===== src/hdl/iprt_pkg.sv =====
// Shared types and constants for the IPv4 fragment reassembly tracker.
`default_nettype none
package iprt_pkg;

    localparam int unsigned HDR_LEN = 20;
    localparam logic [16:0] CNT_MAX = 17'h1FFFF;

    // Lookup key of a reassembly entry
    typedef struct packed {
        logic [15:0] id;
        logic [31:0] src;
        logic [31:0] dst;
        logic [7:0]  proto;
    } t_key;

    // Request as seen by every cell, payload length already worked out
    typedef struct packed {
        t_key        key;
        logic [15:0] offs;
        logic [15:0] flen;
        logic [5:0]  olen;
        logic        mf;
    } t_req;

    // Broadcast control from the sequencer to the cells
    typedef struct packed {
        logic cmp;      // compare key, latch hit/free flags
        logic upd;      // read-modify-write of the selected entry
        logic any_hit;  // some cell holds the key
        logic any_free; // some cell is free
    } t_ctl;

    // Result handed along the cell row
    typedef struct packed {
        logic [2:0]  entry;
        logic        complete;
        logic [16:0] payload;
        logic [16:0] full;
    } t_res;

endpackage
`default_nettype wire


===== src/hdl/iprt_cell.sv =====
// One table entry of the reassembly tracker, chained to its neighbors.
`default_nettype none
module iprt_cell #(
    parameter int IW  = 3,
    parameter int IDX = 0
) (
    input  wire               i_clk,
    input  wire               i_rst_n,
    input  iprt_pkg::t_ctl    i_ctl,
    input  iprt_pkg::t_req    i_req,
    input  wire  [IW-1:0]     i_victim,
    input  wire               i_hit_before,
    input  wire               i_free_before,
    output logic              o_hit_after,
    output logic              o_free_after,
    input  iprt_pkg::t_res    i_res,
    output iprt_pkg::t_res    o_res
);

    logic            r_valid;
    iprt_pkg::t_key  r_key;
    logic [16:0]     r_recv;
    logic [16:0]     r_exp;
    logic [5:0]      r_opt;
    logic            r_hit;
    logic            r_free;

    logic            sel;
    logic            claim;
    logic [16:0]     base_recv;
    logic [17:0]     sum;
    logic [16:0]     n_recv;
    logic [16:0]     exp_new;
    logic [5:0]      n_opt;
    logic            done;
    logic [17:0]     full_sum;
    iprt_pkg::t_res  mine;

    assign o_hit_after  = i_hit_before | r_hit;
    assign o_free_after = i_free_before | r_free;

    // lowest hit, else lowest free, else the round-robin victim
    always_comb begin
        if (i_ctl.any_hit) begin
            sel = r_hit & ~i_hit_before;
        end else if (i_ctl.any_free) begin
            sel = r_free & ~i_free_before;
        end else begin
            sel = (i_victim == IW'(IDX));
        end
    end

    assign claim     = ~i_ctl.any_hit;
    assign base_recv = claim ? 17'd0 : r_recv;
    assign sum       = {1'b0, base_recv} + {2'b00, i_req.flen};
    assign n_recv    = sum[17] ? iprt_pkg::CNT_MAX : sum[16:0];

    always_comb begin
        if (!i_req.mf) begin
            exp_new = {1'b0, i_req.offs} + {1'b0, i_req.flen};
        end else if (claim) begin
            exp_new = 17'd0;
        end else begin
            exp_new = r_exp;
        end
    end

    assign n_opt    = (claim || (i_req.offs == 16'd0)) ? i_req.olen : r_opt;
    assign done     = (exp_new != 17'd0) && (exp_new == n_recv);
    assign full_sum = {1'b0, exp_new} + 18'(iprt_pkg::HDR_LEN) + {12'd0, n_opt};

    always_comb begin
        mine.entry    = 3'(IDX);
        mine.complete = done;
        mine.payload  = done ? exp_new : 17'd0;
        if (!done) begin
            mine.full = 17'd0;
        end else if (full_sum[17]) begin
            mine.full = iprt_pkg::CNT_MAX;
        end else begin
            mine.full = full_sum[16:0];
        end
    end

    assign o_res = sel ? mine : i_res;

    always_ff @(posedge i_clk) begin
        if (!i_rst_n) begin
            r_valid <= 1'b0;
            r_hit   <= 1'b0;
            r_free  <= 1'b0;
        end else begin
            if (i_ctl.cmp) begin
                r_hit  <= r_valid && (r_key == i_req.key);
                r_free <= ~r_valid;
            end
            if (i_ctl.upd && sel) begin
                r_valid <= ~done;
            end
        end
    end

    always_ff @(posedge i_clk) begin
        if (i_ctl.upd && sel) begin
            if (claim) begin
                r_key <= i_req.key;
            end
            r_recv <= n_recv;
            r_exp  <= done ? 17'd0 : exp_new;
            r_opt  <= n_opt;
        end
    end

endmodule
`default_nettype wire


===== src/hdl/ip_fragment_reassembly_tracker_unit.sv =====
// Top level of the IPv4 fragment reassembly tracker: sequencer and row of entry cells.
`default_nettype none
// Takes one IPv4 fragment header per request and returns one result per request.
// The table is a row of ENTRIES cells, one entry each. A request goes from acceptance
// to a ready result through the accept cycle, a compare cycle in which every
// cell checks the key against its own entry, and an update cycle in which the
// hit/free priority ripples down the cell row, the chosen cell does its
// read-modify-write and the result is passed along the row into the output
// register. A new request is taken only once the update cycle is done; a result
// waiting in the output register does not block the next request, but a second
// result holds the update cycle until the first one is taken. An in-use entry
// matching the key wins (lowest index first), otherwise the lowest free entry is
// claimed, otherwise the entry at the round-robin victim pointer is evicted.
// No clearing pass is needed after reset.
module ip_fragment_reassembly_tracker_unit #(
    parameter int ENTRIES = 8
) (
    input  wire         i_clk,
    input  wire         i_rst_n,
    input  wire         i_valid,
    output logic        o_stall,
    input  wire  [15:0] i_frag_id,
    input  wire  [31:0] i_src_addr,
    input  wire  [31:0] i_dst_addr,
    input  wire  [7:0]  i_proto_num,
    input  wire  [15:0] i_frag_offset,
    input  wire  [15:0] i_total_length,
    input  wire  [5:0]  i_options_length,
    input  wire         i_more_frags,
    output logic        o_valid,
    input  wire         i_stall,
    output logic [2:0]  o_entry_index,
    output logic        o_new_entry,
    output logic        o_evicted,
    output logic        o_complete,
    output logic [16:0] o_payload_length,
    output logic [16:0] o_full_length
);

    localparam int IW = (ENTRIES > 1) ? $clog2(ENTRIES) : 1;
    localparam logic [IW-1:0] LAST = IW'(ENTRIES - 1);

    typedef enum logic [1:0] {
        S_IDLE,
        S_CMP,
        S_UPD
    } t_state;

    t_state          r_state;
    iprt_pkg::t_req  r_req;
    logic [IW-1:0]   r_victim;

    logic            in_take;
    logic            upd_en;
    iprt_pkg::t_ctl  ctl;

    // priority and result chains along the cell row
    logic            hit_chain  [ENTRIES+1];
    logic            free_chain [ENTRIES+1];
    iprt_pkg::t_res  res_chain  [ENTRIES+1];

    assign o_stall = (r_state != S_IDLE);
    assign in_take = i_valid && !o_stall;
    // update only when the output register can take the result
    assign upd_en  = (r_state == S_UPD) && (!o_valid || !i_stall);

    assign ctl.cmp      = (r_state == S_CMP);
    assign ctl.upd      = upd_en;
    assign ctl.any_hit  = hit_chain[ENTRIES];
    assign ctl.any_free = free_chain[ENTRIES];

    assign hit_chain[0]  = 1'b0;
    assign free_chain[0] = 1'b0;
    assign res_chain[0]  = '0;

    for (genvar g = 0; g < ENTRIES; g++) begin : g_cell
        iprt_cell #(
            .IW  (IW),
            .IDX (g)
        ) u_cell (
            .i_clk         (i_clk),
            .i_rst_n       (i_rst_n),
            .i_ctl         (ctl),
            .i_req         (r_req),
            .i_victim      (r_victim),
            .i_hit_before  (hit_chain[g]),
            .i_free_before (free_chain[g]),
            .o_hit_after   (hit_chain[g+1]),
            .o_free_after  (free_chain[g+1]),
            .i_res         (res_chain[g]),
            .o_res         (res_chain[g+1])
        );
    end

    // request register; payload length wraps modulo 65536
    always_ff @(posedge i_clk) begin
        if (in_take) begin
            r_req.key.id    <= i_frag_id;
            r_req.key.src   <= i_src_addr;
            r_req.key.dst   <= i_dst_addr;
            r_req.key.proto <= i_proto_num;
            r_req.offs      <= i_frag_offset;
            r_req.flen      <= i_total_length - 16'(iprt_pkg::HDR_LEN)
                               - {10'd0, i_options_length};
            r_req.olen      <= i_options_length;
            r_req.mf        <= i_more_frags;
        end
    end

    // sequencer, victim pointer and output register
    always_ff @(posedge i_clk) begin
        if (!i_rst_n) begin
            r_state  <= S_IDLE;
            r_victim <= '0;
            o_valid  <= 1'b0;
        end else begin
            // a result taken in the update cycle is replaced by the new one below
            if (o_valid && !i_stall && !upd_en) begin
                o_valid <= 1'b0;
            end
            case (r_state)
                S_IDLE: begin
                    if (in_take) begin
                        r_state <= S_CMP;
                    end
                end
                S_CMP: begin
                    r_state <= S_UPD;
                end
                S_UPD: begin
                    if (upd_en) begin
                        r_state <= S_IDLE;
                        o_valid <= 1'b1;
                        if (!ctl.any_hit && !ctl.any_free) begin
                            r_victim <= (r_victim == LAST) ? '0 : r_victim + 1'b1;
                        end
                    end
                end
                default: begin
                    r_state <= S_IDLE;
                end
            endcase
        end
    end

    always_ff @(posedge i_clk) begin
        if (upd_en) begin
            o_entry_index    <= res_chain[ENTRIES].entry;
            o_new_entry      <= ~ctl.any_hit;
            o_evicted        <= ~ctl.any_hit & ~ctl.any_free;
            o_complete       <= res_chain[ENTRIES].complete;
            o_payload_length <= res_chain[ENTRIES].payload;
            o_full_length    <= res_chain[ENTRIES].full;
        end
    end

endmodule
`default_nettype wire


===== config.mk =====
export PLATFORM = sky130hd
export DESIGN_NAME = ip_fragment_reassembly_tracker_unit
export DESIGN_NICKNAME = d
export VERILOG_FILES = /design/src/hdl/iprt_pkg.sv /design/src/hdl/iprt_cell.sv /design/src/hdl/ip_fragment_reassembly_tracker_unit.sv
export SDC_FILE = /design/constraint.sdc
export NUM_CORES = 2
export LEC_CHECK = 0
export ABC_AREA = 1
export BUFFER_PORTS_ARGS = -buffer_cell sky130_fd_sc_hd__buf_4
export CORE_ASPECT_RATIO = 0.7
export CORE_MARGIN = 10
export CORE_UTILIZATION = 50
export DETAILED_ROUTE_END_ITERATION = 8
export MAX_ROUTING_LAYER = met4
export PLACE_DENSITY = 0.69
export SYNTH_ARGS = -nofsm -noshare
export SYNTH_HDL_FRONTEND = slang
export SYNTH_SLANG_ARGS = --single-unit

===== constraint.sdc =====
create_clock -name i_clk -period 18.75 [get_ports i_clk]
set_input_delay 1.875 -clock i_clk [delete_from_list [all_inputs] [get_ports i_clk]]
set_output_delay 1.875 -clock i_clk [all_outputs]
set_load 0.01 [all_outputs]

==> impl_metrics.csv <==
group,metric,value,unit
synth,synth.net_count,7223,
setup_path,ff2ff_path_depth,34,
drt,num_vias,50790,
synth,synth_ff_type,"edfxtp_1",
grt,antenna_found_initial,13,
synth,ys_types,65,
synth,yosys_warnings,0,
min_path,hp-start,"g_cell[3].u_cell.r_valid",
sta,finClkSkew,0.07062,ns
clock_tree,clk_pin_slew,0.07,ns
floorplan,initial_utilization,50.43,%
floorplan,die_h,326.9,um
power,leakagePower,31.09,nW
drt,via_per_inst,5.714,
setup_path,cp-end-kind,"register",
grt,grt_pass1_wl,317.4,mm
floorplan,core-area,133400,um2
finish,nFillCells,11500,
setup_path,r2r_setup_slack,10.79,ns
finish,nets,7419,
setup_path,cp_max_fo,52,
clock_tree,cts_buffers,118,
synth,avgSynthCellArea,9.871,um2
finish,seqCellArea,36360,um2
finish,syn_to_final_growth,11.65,%
synth,synth_cells,6816,
drt,wirelength,218.3,mm
drt,ant_nets,0,
setup_path,cp_num_buf_inv,8,
sta,tns,0,ns
finish,multi_input_area,26960,um2
setup_path,critPathLaunchType,"register",
synth,synthTopCellsByCount,"nand2_1 (1467), edfxtp_1 (1191), inv_1 (803), nor2_1 (495), xnor2_1 (437)",
grt,grt_pass1_vias,46340,
clock_tree,clk_latency,0.80,ns
synth,ys_seq_elements,1221,
sta,finalCriticalPeriod,7.956,ns
setup_path,arrival,8.47,ns
grt,grt_usage,29.20,%
floorplan,row_count,112,
min_path,hold_path_depth,1,
finish,drive_gt1_share,9.092,%
clock_tree,root_buffer,"clkbuf_16",
placement,post-place-ws,11.11,ns
sta,fmax,125.7,MHz
placement,io_buffers,172,
clock_tree,cts_setup_buffers,0,
synth,synthTopCellsByArea,"edfxtp_1 (53%), nand2_1 (8.2%), xnor2_1 (5.7%)",
setup_path,critPathKind,"reg -> reg",
clock_tree,cts.path.max_buffers,3,
power,total_power,6.982,mW
sta,setup_slack,10.79,ns
synth,synthDominantCellAreaShare,53.15,%
min_path,min_delay_worst_endpoint,"g_cell[3].u_cell.r_free",
min_path,hp-class,"reg -> reg",
sta,relSlewSlack,2.690,%
sta,hold_violations,0,
grt,grt.overflow.total,0,
floorplan,io_pins,173,
setup_path,cpMostUsedCell,"nand2_1",
clock_tree,cts_resized,0,
clock_tree,cts.sinks,1221,
setup_path,timing.rr.end,"o_full_length[1]",
sta,rsz0062_at_grt,"no",
floorplan,dieWidth,458.5,um
clock_tree,cts_hold_buffers,0,
drt,first_pass_iters,6,
synth,yosysMostFrequentCell,"nand2_1",
clock_tree,cts_tree,"done",
synth,syn_area,67280,um2
drt,drt_iter0_markers,7271,
synth,async_flop_share,0,%
sta,min_period_over_period,42.43,%
setup_path,crit_path_max_incr_delay,0.69,ns
status,status,"finished, final reports clean",
sta,setup_viol,0,
synth,yosys.area.top_type,"edfxtp_1",
clock_tree,htreeDepth,3,
setup_path,cp_top_family,"buffers and inverters",
drt,wire_per_inst,24.55,um
grt,grt_max_degree,103,
setup_path,r2r_start,"g_cell[2].u_cell.r_hit",
setup_path,required,19.26,ns
flow_run,max-cap-violations,0,
sta,worst_pin_slew,1.444,ns
sta,finalMaxSlewViolations,0,
floorplan,die-area,149900,um2
power,peakVddDrop,0.07801,mV
power,power.density,92.94,nW/um2
synth,synth_edf_count,1191,
drt,drt_drc_violations_left,0,
synth,ys_seq_area_share,54.05,%
placement,gp_congestion,1.051,
setup_path,cp_slowest_cell,"inv_4",
placement,place_hpwl,160.8,mm
-- where the power goes --
| part | switching [mW] | total [mW] | internal, mW |
|---|---|---|---|
| Clock | 1.13 | 2.71 | 1.58 |
| Combinational | 0.798 | 1.14 | 0.344 |
| Sequential | 0.0720 | 3.13 | 3.06 |
-- per-stage QoR --
step | std cells | area (um2) | hold slack, ns | util, %
6_report | 8889 | 75120 | 0.4406 | 56.31
3_3_place_gp | 8659 | 70760 | 0.4220 | 53.04
3_5_place_dp | 8659 | 70760 | 0.4274 | 53.04
4_1_cts | 8883 | 75110 | 0.4371 | 56.30
2_1_floorplan | 6816 | 67280 | 0.4051 | -
5_1_grt | 8889 | 75120 | 0.4620 | 56.31
-- flip-flops by register name, summed over array words and instances (netlist names) --
name,flops
g_cell.u_cell.r_key,704
g_cell.u_cell.r_valid,8
g_cell.u_cell.r_opt,48
o_evicted,1
r_req,127
o_complete,1
g_cell.u_cell.r_recv,136
o_new_entry,1
o_full_length,17
o_payload_length,17
o_valid,1
g_cell.u_cell.r_free,8
g_cell.u_cell.r_exp,136
r_state,2
r_victim,3
g_cell.u_cell.r_hit,8
o_entry_index,3
-- worst max-delay path by stage --
stage,start,end,depth (start not counted),slack (ns)
3_5_place_dp,g_cell[2].u_cell.r_hit,o_full_length[1],34,11.11
4_1_cts,g_cell[2].u_cell.r_hit,o_full_length[1],34,11.11
3_3_place_gp,g_cell[2].u_cell.r_hit,o_full_length[1],34,11.21
5_1_grt,g_cell[2].u_cell.r_hit,o_full_length[1],35,10.42
2_1_floorplan,i_stall,g_cell[6].u_cell.r_key[0],6,7.89
6_report,g_cell[2].u_cell.r_hit,o_full_length[1],34,10.79
-- cell usage in the layout, fill, tap and decap left out, types with 25 or more instances in the layout --
cell type  synthesis  layout
nand2_1         1467    1467
edfxtp_1        1191    1191
inv_1            803     799
nor2_1           495     481
xnor2_1          437     437
xor2_1           379     379
nand3_1          354     354
buf_4             11     280
ha_1             258     258
a21oi_1          230     230
o21ai_0          225     225
nand4_1          183     183
clkbuf_16          0     118
or2_2             85      85
nor4_1            85      83
nor3_1            58      56
o21ai_1           41      41
o211ai_1          30      30
bufinv_16          0      30
dfxtp_1           30      30
clkinv_1           7      26
clkinv_2           0      25
-- cells by family (layout without fill, tap and decap cells) --
family,count (synthesis),count (layout),share of synthesized area [%]
other,0,6,0
flip-flops,1221,1221,54.05
XOR/XNOR,816,816,10.62
buffers and inverters,1028,1328,6.072
AO/OA/AOI/OAI,662,662,5.601
AND/OR/NAND/NOR,2813,2813,18.32
adder cells (fa/ha/maj),276,276,5.333
-- cell type report --
type,instances,share of cell area (%)
inverters,823,4.129
flip-flops and latches,1221,48.41
multi-input cells,4567,35.88
well taps,1767,2.943
diodes,6,0.01999
clock inverters,91,1.789
repair buffers,281,2.825
clock buffers,133,4.006
-- layer usage --
| layer | global-route usage (%) | vias up | part of all wire [%] |
|---|---|---|---|
| met5 | - | - | 0 |
| met4 | 5.412 | 0 | 1.9 |
| met3 | 10.56 | 243 | 15 |
| met2 | 34.97 | 2766 | 36 |
| met1 | 45.95 | 24400 | 47 |
| li1 | - | 23380 | - |
Power figures use the tool's default switching activity.
